<file path="config.mk">
export PLATFORM = sky130hd
export DESIGN_NAME = radix_digit_formatter
export DESIGN_NICKNAME = d
export VERILOG_FILES = /design/src/rtl/core/rdf_pkg.sv /design/src/rtl/core/rdf_ram.sv /design/src/rtl/core/rdf_ctrl.sv /design/src/rtl/core/rdf_datapath.sv /design/src/rtl/core/radix_digit_formatter.sv
export SDC_FILE = /design/constraint.sdc
export NUM_CORES = 1
export LEC_CHECK = 0
export BUFFER_PORTS_ARGS = -buffer_cell sky130_fd_sc_hd__buf_2
export CAP_MARGIN = 10
export CORE_MARGIN = 1
export CORE_UTILIZATION = 50
export CTS_CLUSTER_DIAMETER = 80
export CTS_CLUSTER_SIZE = 12
export DETAILED_ROUTE_END_ITERATION = 6
export PLACE_DENSITY = 0.78
export SYNTH_ARGS = -nofsm -noshare
export SYNTH_HDL_FRONTEND = slang
export SYNTH_SLANG_ARGS = --single-unit
export TNS_END_PERCENT = 30
</file>
<file path="constraint.sdc">
create_clock -name clk_i -period 15.68 [get_ports clk_i]
set_input_delay 1.568 -clock clk_i [delete_from_list [all_inputs] [get_ports clk_i]]
set_output_delay 1.568 -clock clk_i [all_outputs]
set_load 0.1 [all_outputs]
</file>
<file path="src/rtl/core/rdf_pkg.sv">
`default_nettype none

package rdf_pkg;

  localparam int unsigned INT_BITS    = 32;
  localparam int unsigned FRAC_BITS   = 32;
  localparam int unsigned DIGIT_W     = 4;
  localparam int unsigned BASE_W      = 5;
  localparam int unsigned CHAR_W      = 7;
  localparam int unsigned FRAC_DIGITS_DEF = 3;

  localparam int unsigned STACK_DEPTH = INT_BITS;
  localparam int unsigned STACK_AW    = $clog2(STACK_DEPTH);
  localparam int unsigned CNT_W       = $clog2(STACK_DEPTH + 1);

  // Quotient bits resolved per cycle by the shift-subtract divider.
  localparam int unsigned DIV_STEPS   = 8;
  localparam int unsigned DIV_CYCLES  = INT_BITS / DIV_STEPS;
  localparam int unsigned DIV_CNT_W   = (DIV_CYCLES > 1) ? $clog2(DIV_CYCLES) : 1;

  localparam logic [BASE_W-1:0] BASE_MIN = BASE_W'(2);
  localparam logic [BASE_W-1:0] BASE_MAX = BASE_W'(16);

  localparam logic [CHAR_W-1:0] CHAR_NUL      = 7'h00;
  localparam logic [CHAR_W-1:0] CHAR_DOT      = 7'h2E;
  localparam logic [CHAR_W-1:0] CHAR_ZERO     = 7'h30;
  localparam logic [CHAR_W-1:0] CHAR_LETTER_A = 7'h41;
  localparam logic [DIGIT_W-1:0] DIGIT_TEN    = 4'd10;

  typedef struct packed {
    logic [INT_BITS-1:0]  int_part;
    logic [FRAC_BITS-1:0] frac_part;
    logic [BASE_W-1:0]    base;
  } in_t;

  typedef struct packed {
    logic [CHAR_W-1:0] char_code;
    logic              last_char;
    logic              bad_base;
  } out_t;

  typedef enum logic [2:0] {
    ST_IDLE,
    ST_DIV,
    ST_POP_RD,
    ST_POP,
    ST_DOT,
    ST_FRAC,
    ST_BAD
  } state_e;

  typedef enum logic [2:0] {
    EMIT_NONE,
    EMIT_DIGIT,
    EMIT_DOT,
    EMIT_FRAC,
    EMIT_BAD
  } emit_e;

  typedef struct packed {
    logic  load;
    logic  div_step;
    logic  pop_rd;
    emit_e emit;
  } ctl_cmd_t;

  typedef struct packed {
    logic in_bad;
    logic div_end;
    logic stack_empty;
    logic out_free;
    logic frac_last;
  } ctl_status_t;

  function automatic logic [CHAR_W-1:0] glyph(input logic [DIGIT_W-1:0] d);
    logic [CHAR_W-1:0] c;
    if (d < DIGIT_TEN) begin
      c = CHAR_ZERO + CHAR_W'(d);
    end else begin
      c = CHAR_LETTER_A + CHAR_W'(d - DIGIT_TEN);
    end
    return c;
  endfunction

endpackage

`default_nettype wire

</file>
<file path="src/rtl/core/rdf_ram.sv">
`default_nettype none

module rdf_ram #(
  parameter int unsigned WIDTH = 4,
  parameter int unsigned DEPTH = 32
) (
  input  wire logic                     clk_i,
  input  wire logic                     we_i,
  input  wire logic [$clog2(DEPTH)-1:0] waddr_i,
  input  wire logic [WIDTH-1:0]         wdata_i,
  input  wire logic                     re_i,
  input  wire logic [$clog2(DEPTH)-1:0] raddr_i,
  output logic      [WIDTH-1:0]         rdata_o
);

  logic [WIDTH-1:0] mem_q [DEPTH];

  always_ff @(posedge clk_i) begin
    if (we_i) begin
      mem_q[waddr_i] <= wdata_i;
    end
    if (re_i) begin
      rdata_o <= mem_q[raddr_i];
    end
  end

endmodule

`default_nettype wire

</file>
<file path="src/rtl/core/rdf_ctrl.sv">
`default_nettype none

module rdf_ctrl
  import rdf_pkg::*;
(
  input  wire logic        clk_i,
  input  wire logic        rst_ni,
  input  wire logic        in_valid_i,
  output logic             in_stall_o,
  input  wire ctl_status_t status_i,
  output ctl_cmd_t         cmd_o
);

  state_e state_q, state_d;

  always_ff @(posedge clk_i or negedge rst_ni) begin
    if (!rst_ni) begin
      state_q <= ST_IDLE;
    end else begin
      state_q <= state_d;
    end
  end

  always_comb begin
    state_d = state_q;
    case (state_q)
      ST_IDLE: begin
        if (in_valid_i) begin
          state_d = status_i.in_bad ? ST_BAD : ST_DIV;
        end
      end
      ST_DIV: begin
        if (status_i.div_end) begin
          state_d = ST_POP_RD;
        end
      end
      ST_POP_RD: begin
        state_d = ST_POP;
      end
      ST_POP: begin
        if (status_i.out_free) begin
          state_d = status_i.stack_empty ? ST_DOT : ST_POP_RD;
        end
      end
      ST_DOT: begin
        if (status_i.out_free) begin
          state_d = ST_FRAC;
        end
      end
      ST_FRAC: begin
        if (status_i.out_free && status_i.frac_last) begin
          state_d = ST_IDLE;
        end
      end
      ST_BAD: begin
        if (status_i.out_free) begin
          state_d = ST_IDLE;
        end
      end
      default: begin
        state_d = ST_IDLE;
      end
    endcase
  end

  always_comb begin
    cmd_o      = '{load: 1'b0, div_step: 1'b0, pop_rd: 1'b0, emit: EMIT_NONE};
    in_stall_o = 1'b1;
    case (state_q)
      ST_IDLE: begin
        in_stall_o = 1'b0;
        cmd_o.load = in_valid_i;
      end
      ST_DIV: begin
        cmd_o.div_step = 1'b1;
      end
      ST_POP_RD: begin
        cmd_o.pop_rd = 1'b1;
      end
      ST_POP: begin
        if (status_i.out_free) begin
          cmd_o.emit = EMIT_DIGIT;
        end
      end
      ST_DOT: begin
        if (status_i.out_free) begin
          cmd_o.emit = EMIT_DOT;
        end
      end
      ST_FRAC: begin
        if (status_i.out_free) begin
          cmd_o.emit = EMIT_FRAC;
        end
      end
      ST_BAD: begin
        if (status_i.out_free) begin
          cmd_o.emit = EMIT_BAD;
        end
      end
      default: begin
        in_stall_o = 1'b1;
      end
    endcase
  end

endmodule

`default_nettype wire

</file>
<file path="src/rtl/core/rdf_datapath.sv">
`default_nettype none

module rdf_datapath
  import rdf_pkg::*;
#(
  parameter int unsigned FRAC_DIGITS = FRAC_DIGITS_DEF
) (
  input  wire logic     clk_i,
  input  wire logic     rst_ni,
  input  wire in_t      in_data_i,
  input  wire ctl_cmd_t cmd_i,
  output ctl_status_t   status_o,
  output logic          out_valid_o,
  output out_t          out_data_o,
  input  wire logic     out_stall_i
);

  localparam int unsigned FCNT_W = (FRAC_DIGITS > 1) ? $clog2(FRAC_DIGITS) : 1;

  logic [INT_BITS-1:0]  quo_q;
  logic [FRAC_BITS-1:0] frac_q;
  logic [BASE_W-1:0]    base_q;
  logic [DIGIT_W-1:0]   rem_q;
  logic [DIV_CNT_W-1:0] chunk_q;
  logic [CNT_W-1:0]     cnt_q;
  logic [FCNT_W-1:0]    fcnt_q;
  logic                 out_valid_q;
  out_t                 out_q;

  logic [INT_BITS-1:0]         div_quo;
  logic [DIGIT_W-1:0]          div_rem;
  logic                        div_last;
  logic [CNT_W-1:0]            cnt_dec;
  logic [FRAC_BITS+BASE_W-1:0] frac_prod;
  logic [DIGIT_W-1:0]          frac_digit;
  logic [DIGIT_W-1:0]          stack_rdata;
  logic                        stack_we;
  logic                        out_free;

  // Restoring division by the base, several quotient bits per cycle.
  always_comb begin
    logic [DIGIT_W:0]    t;
    logic [DIGIT_W-1:0]  r;
    logic [INT_BITS-1:0] q;
    r = rem_q;
    q = quo_q;
    for (int i = 0; i < DIV_STEPS; i++) begin
      t = {r, q[INT_BITS-1]};
      q = {q[INT_BITS-2:0], 1'b0};
      if (t >= base_q) begin
        t    = t - base_q;
        q[0] = 1'b1;
      end
      r = t[DIGIT_W-1:0];
    end
    div_quo = q;
    div_rem = r;
  end

  assign div_last   = (chunk_q == DIV_CNT_W'(DIV_CYCLES - 1));
  assign stack_we   = cmd_i.div_step && div_last;
  assign cnt_dec    = cnt_q - CNT_W'(1);
  assign frac_prod  = frac_q * base_q;
  assign frac_digit = frac_prod[FRAC_BITS +: DIGIT_W];
  assign out_free   = !out_valid_q || !out_stall_i;

  rdf_ram #(
    .WIDTH (DIGIT_W),
    .DEPTH (STACK_DEPTH)
  ) u_stack (
    .clk_i   (clk_i),
    .we_i    (stack_we),
    .waddr_i (cnt_q[STACK_AW-1:0]),
    .wdata_i (div_rem),
    .re_i    (cmd_i.pop_rd),
    .raddr_i (cnt_dec[STACK_AW-1:0]),
    .rdata_o (stack_rdata)
  );

  always_ff @(posedge clk_i) begin
    if (cmd_i.load) begin
      quo_q  <= in_data_i.int_part;
      frac_q <= in_data_i.frac_part;
      base_q <= in_data_i.base;
      rem_q  <= '0;
    end else if (cmd_i.div_step) begin
      quo_q <= div_quo;
      rem_q <= div_last ? '0 : div_rem;
    end else if (cmd_i.emit == EMIT_FRAC) begin
      frac_q <= frac_prod[FRAC_BITS-1:0];
    end
  end

  always_ff @(posedge clk_i or negedge rst_ni) begin
    if (!rst_ni) begin
      chunk_q <= '0;
      cnt_q   <= '0;
      fcnt_q  <= '0;
    end else if (cmd_i.load) begin
      chunk_q <= '0;
      cnt_q   <= '0;
      fcnt_q  <= '0;
    end else begin
      if (cmd_i.div_step) begin
        chunk_q <= div_last ? '0 : chunk_q + DIV_CNT_W'(1);
      end
      if (stack_we) begin
        cnt_q <= cnt_q + CNT_W'(1);
      end else if (cmd_i.pop_rd) begin
        cnt_q <= cnt_dec;
      end
      if (cmd_i.emit == EMIT_FRAC) begin
        fcnt_q <= fcnt_q + FCNT_W'(1);
      end
    end
  end

  always_ff @(posedge clk_i or negedge rst_ni) begin
    if (!rst_ni) begin
      out_valid_q <= 1'b0;
    end else if (cmd_i.emit != EMIT_NONE) begin
      out_valid_q <= 1'b1;
    end else if (!out_stall_i) begin
      out_valid_q <= 1'b0;
    end
  end

  always_ff @(posedge clk_i) begin
    case (cmd_i.emit)
      EMIT_DIGIT: begin
        out_q <= '{char_code: glyph(stack_rdata), last_char: 1'b0, bad_base: 1'b0};
      end
      EMIT_DOT: begin
        out_q <= '{char_code: CHAR_DOT, last_char: 1'b0, bad_base: 1'b0};
      end
      EMIT_FRAC: begin
        out_q <= '{char_code: glyph(frac_digit), last_char: status_o.frac_last,
                   bad_base: 1'b0};
      end
      EMIT_BAD: begin
        out_q <= '{char_code: CHAR_NUL, last_char: 1'b1, bad_base: 1'b1};
      end
      default: begin
        out_q <= out_q;
      end
    endcase
  end

  assign status_o.in_bad      = (in_data_i.base < BASE_MIN) || (in_data_i.base > BASE_MAX);
  assign status_o.div_end     = div_last &&
                                ((div_quo == '0) || (cnt_q == CNT_W'(STACK_DEPTH - 1)));
  assign status_o.stack_empty = (cnt_q == '0);
  assign status_o.out_free    = out_free;
  assign status_o.frac_last   = (fcnt_q == FCNT_W'(FRAC_DIGITS - 1));

  assign out_valid_o = out_valid_q;
  assign out_data_o  = out_q;

  assert property (@(posedge clk_i) disable iff (!rst_ni)
    cnt_q <= CNT_W'(STACK_DEPTH))
    else $error("Digit count exceeds the stack depth.");

  assert property (@(posedge clk_i) disable iff (!rst_ni)
    (cmd_i.emit != EMIT_NONE) |-> out_free)
    else $error("Character emitted while the output register is occupied.");

  assert property (@(posedge clk_i) disable iff (!rst_ni)
    cmd_i.pop_rd |-> (cnt_q != '0))
    else $error("Stack read with no stacked digit.");

  assert property (@(posedge clk_i) disable iff (!rst_ni)
    (stack_we && !cmd_i.load) |=> (cnt_q == $past(cnt_q) + CNT_W'(1)))
    else $error("Digit push did not advance the digit count.");

endmodule

`default_nettype wire

</file>
<file path="src/rtl/core/radix_digit_formatter.sv">
`default_nettype none

// Converts a non-negative fixed-point number (32-bit integer part, 32-bit binary
// fraction) into ASCII text in a base from 2 to 16, one character per output
// transaction: the integer digits most significant first, then '.', then
// FRAC_DIGITS truncated fraction digits, the final character flagged by last_char.
// A base outside 2 to 16 yields a single transaction with char_code 0, last_char
// and bad_base set. One conversion is handled at a time. The shift-subtract
// divider resolves 8 quotient bits per cycle; each integer digit is divided out
// of the integer part and pushed onto the digit stack RAM. The digits are then
// read back from the stack RAM in states ST_POP_RD and ST_POP, the '.' follows,
// and each fraction digit is one step of the fraction-by-base multiplier. The
// next input is accepted as soon as the last character is in the output register.
module radix_digit_formatter
  import rdf_pkg::*;
#(
  parameter int unsigned FRAC_DIGITS = FRAC_DIGITS_DEF
) (
  input  wire logic clk_i,
  input  wire logic rst_ni,
  input  wire logic in_valid_i,
  output logic      in_stall_o,
  input  wire in_t  in_data_i,
  output logic      out_valid_o,
  input  wire logic out_stall_i,
  output out_t      out_data_o
);

  ctl_cmd_t    cmd;
  ctl_status_t status;

  rdf_ctrl u_ctrl (
    .clk_i      (clk_i),
    .rst_ni     (rst_ni),
    .in_valid_i (in_valid_i),
    .in_stall_o (in_stall_o),
    .status_i   (status),
    .cmd_o      (cmd)
  );

  rdf_datapath #(
    .FRAC_DIGITS (FRAC_DIGITS)
  ) u_datapath (
    .clk_i       (clk_i),
    .rst_ni      (rst_ni),
    .in_data_i   (in_data_i),
    .cmd_i       (cmd),
    .status_o    (status),
    .out_valid_o (out_valid_o),
    .out_data_o  (out_data_o),
    .out_stall_i (out_stall_i)
  );

endmodule

`default_nettype wire

</file>
==> impl_metrics.env <==
export IMPL_end_kind="register"
export IMPL_crit_required_ps=15880
export IMPL_finalSetupViolCount=0
export IMPL_timing_critical_path_buf_inv=7
export IMPL_min_delay_path_depth=2
export IMPL_yosys_area_share_simple_pct=15.22
export IMPL_finClkSkew_ps=25.28
export IMPL_reg2reg_from="u_datapath.base_q[3]$_DFFE_PP_"
export IMPL_synth_top_family_by_area="adder cells"
export IMPL_antennaDiodeCount=0
export IMPL_vias_per_cell=5.698
export IMPL_holdPathEnd="u_datapath.fcnt_q[1]$_DFFE_PN0P_"
export IMPL_rrSetupSlack_ps=1400
export IMPL_rows=66
export IMPL_yosysUniqueCellTypes=79
export IMPL_cts_root_buf="clkbuf_16"
export IMPL_clk_latency_ps=560
export IMPL_synth_edff_count=210
export IMPL_max_freq_mhz=70.02
export IMPL_status="finished clean"
export IMPL_synth_commonest_cells="nand2_1 (247), edfxtp_1 (210), inv_1 (127)"
export IMPL_synth_compound_area_share_pct=10.14
export IMPL_synthMuxAreaShare_pct=7.059
export IMPL_synth_fa_ha_area_share_pct=19.20
export IMPL_ys_flop_type="edfxtp_1"
export IMPL_die_w_um=183.3
export IMPL_rsz0062_at_grt="false"
export IMPL_drv_cap=0
export IMPL_yosysWarnings=0
export IMPL_synthArstFlopShare_pct=6.140
export IMPL_fin_crit_ps=14280
export IMPL_rr_worst_depth=56
export IMPL_layout_drive_gt1_share_pct=12.94
export IMPL_clk_pin_slew_ps=70
export IMPL_wl_per_cell_um=18.28
export IMPL_ys_seq_area_share_pct=41.00
export IMPL_wirelength_um=37470
export IMPL_cts_sinks=228
export IMPL_synth_area_leaders="edfxtp_1 (38%), fa_1 (12%), ha_1 (7.4%)"
export IMPL_finalSetupTns_ps=0
export IMPL_drtAntennaViolNets=0
export IMPL_crit_type="register to register"
export IMPL_routabilityCongestion=0.9008
export IMPL_dpl_cell_area_mm2=0.01725
export IMPL_drv_slew=0
export IMPL_drcViolationCount=0
export IMPL_slowest_delay_ps=1060
export IMPL_ioPinCount=84
export IMPL_hold_viol=0
export IMPL_area_growth_pct=10.18
export IMPL_drtIter0Drc=1095
export IMPL_ys_seq_elements=228
export IMPL_synth_cells=1527
export IMPL_initial_utilization_pct=50.63
export IMPL_cts_hold_buf=0
export IMPL_netlist_area_mm2=0.01643
export IMPL_final_nets=1856
export IMPL_relSlewSlack_pct=24.80
export IMPL_antenna_found_initial=0
export IMPL_regArea_mm2=0.006738
export IMPL_globalRouteTotalUtil_pct=22.90
export IMPL_cts_made_buffers=25
export IMPL_grt_pass1_vias=11780
export IMPL_cp_top_family="compound AO/OA/AOI/OAI gates"
export IMPL_avgSynthCellArea_um2=10.76
export IMPL_final_cell_area_mm2=0.01810
export IMPL_critical_path_arrival_ps=14480
export IMPL_multi_input_area_mm2=0.009002
export IMPL_dieHeight_um=183.3
export IMPL_setup_worst_path_start="u_datapath.base_q[3]$_DFFE_PP_"
export IMPL_fillers=2688
export IMPL_r2r_end="u_datapath.u_stack.mem_q[25][2]$_DFFE_PP_"
export IMPL_worst_path_max_fanout=33
export IMPL_period_share_pct=91.08
export IMPL_port_buffers=83
export IMPL_vias=11680
export IMPL_clk_path_buf_depth=3
export IMPL_yosysMostFrequentCell="nand2_1"
export IMPL_synth_xor_area_share_pct=3.038
export IMPL_hold_class="register to register"
export IMPL_worst_pin_slew_ps=1128
export IMPL_dr_pass1_iters=5
export IMPL_hold_ws_ps=518.6
export IMPL_synth_top_cell_area_share_pct=38.38
export IMPL_cp_start_kind="register"
export IMPL_synth_area_leader_cell="edfxtp_1"
export IMPL_grt_max_degree=82
export IMPL_die_area_mm2=0.03359
export IMPL_critPathSlowestCell="edfxtp_1"
export IMPL_core_area_mm2=0.03245
export IMPL_min_from="u_datapath.fcnt_q[1]$_DFFE_PN0P_"
export IMPL_htree_levels=1
export IMPL_syn_nets=1794
export IMPL_grt_pass1_wl_um=60490
export IMPL_tritoncts="built"
export IMPL_cts_resized_gates=0
export IMPL_crit_top_cell="a21o_1"
export IMPL_cts_setup_buffers=0
export IMPL_dpl_hpwl_um=27420
export IMPL_grt_overflow=0
[worst max path at each step]
stage | to | slack [ps] | cells past startpoint
global route | u_datapath.u_stack.mem_q[25][2]$_DFFE_PP_ | 200 | 56
floorplan | u_datapath.u_stack.mem_q[0][1]$_DFFE_PP_ | 2860 | 61
finish | u_datapath.u_stack.mem_q[25][2]$_DFFE_PP_ | 1400 | 56
CTS | u_datapath.u_stack.mem_q[16][2]$_DFFE_PP_ | 1580 | 56
global placement | u_datapath.u_stack.mem_q[16][2]$_DFFE_PP_ | 2200 | 56
detailed placement | u_datapath.u_stack.mem_q[16][2]$_DFFE_PP_ | 1630 | 56
[registers in the layout (all words and copies together), names as in the netlist]
| signal | count |
|---|---|
| u_datapath.frac_q | 32 |
| u_datapath.rem_q | 4 |
| u_datapath.base_q | 5 |
| u_datapath.quo_q | 32 |
| u_datapath.fcnt_q | 2 |
| u_datapath.u_stack.rdata_o | 4 |
| u_datapath.out_data_o | 9 |
| u_datapath.u_stack.mem_q | 128 |
| u_ctrl.state_q | 3 |
| u_datapath.cnt_q | 6 |
| u_datapath.out_valid_o | 1 |
| u_datapath.chunk_q | 2 |
[final cells by class]
type	count	share of cell area, %
clock buffers	40	3.939
well taps	442	3.055
clock inverters	6	0.4631
multi-input cells	1112	49.73
flip-flops and latches	228	37.22
inverters	128	2.654
repair buffers	94	2.944
[placed cells by master, fill, tap and decap left out, types with 5 or more instances in the layout]
cell	count
nor4_1	11
o21ai_1	5
and2_1	73
a211o_1	5
o31ai_1	6
clkbuf_16	26
o21ai_0	41
dfrtp_1	13
edfxtp_1	210
mux2i_1	8
mux2_2	15
and3_1	10
mux4_2	40
inv_1	127
a31oi_1	9
buf_4	8
nor3_1	21
ha_1	96
a211oi_1	5
fa_1	97
xnor2_1	35
clkbuf_1	13
buf_2	83
a21oi_1	76
xor2_1	22
nor2_1	109
nand3_1	28
a21o_1	44
nand2_1	246
nand4_1	8
o21a_1	7
o211ai_1	5
nand2b_1	11
[tightest hold or removal path, cell delays in order, from the launching register on]
cell and delay, ps:
dfrtp_1 350, nand3_1 60, o21ai_0 70
[cell families (layout without fill, tap and decap cells)]
group / count (synthesis) / in the layout
simple gates: 544 / 544
compound gates: 253 / 253
xor+xnor: 57 / 57
mux: 64 / 64
buf+inv: 187 / 268
flops: 228 / 228
fa+ha+maj: 194 / 194
[layer usage]
metal / vias to the layer above / routed length [um] / track usage [%]
met1: 5718 / 15550 / 29.37
met5: - / 0 / 0
li1: 5495 / - / -
met2: 399 / 18900 / 40.53
met4: 0 / 808 / 5.467
met3: 68 / 2208 / 3.654
[metrics by stage]
stage,utilization [%],worst slack [ps],std cells
after floorplan,-,2856,1527
after global placement,53.15,2197,2001
after detailed placement,53.15,1631,2001
after CTS,55.61,1584,2047
after global routing,55.78,197.2,2050
final,55.78,1399,2050
Power is not shown: default switching activity piles up to over one toggle a cycle in this logic, so the estimate is an artifact.
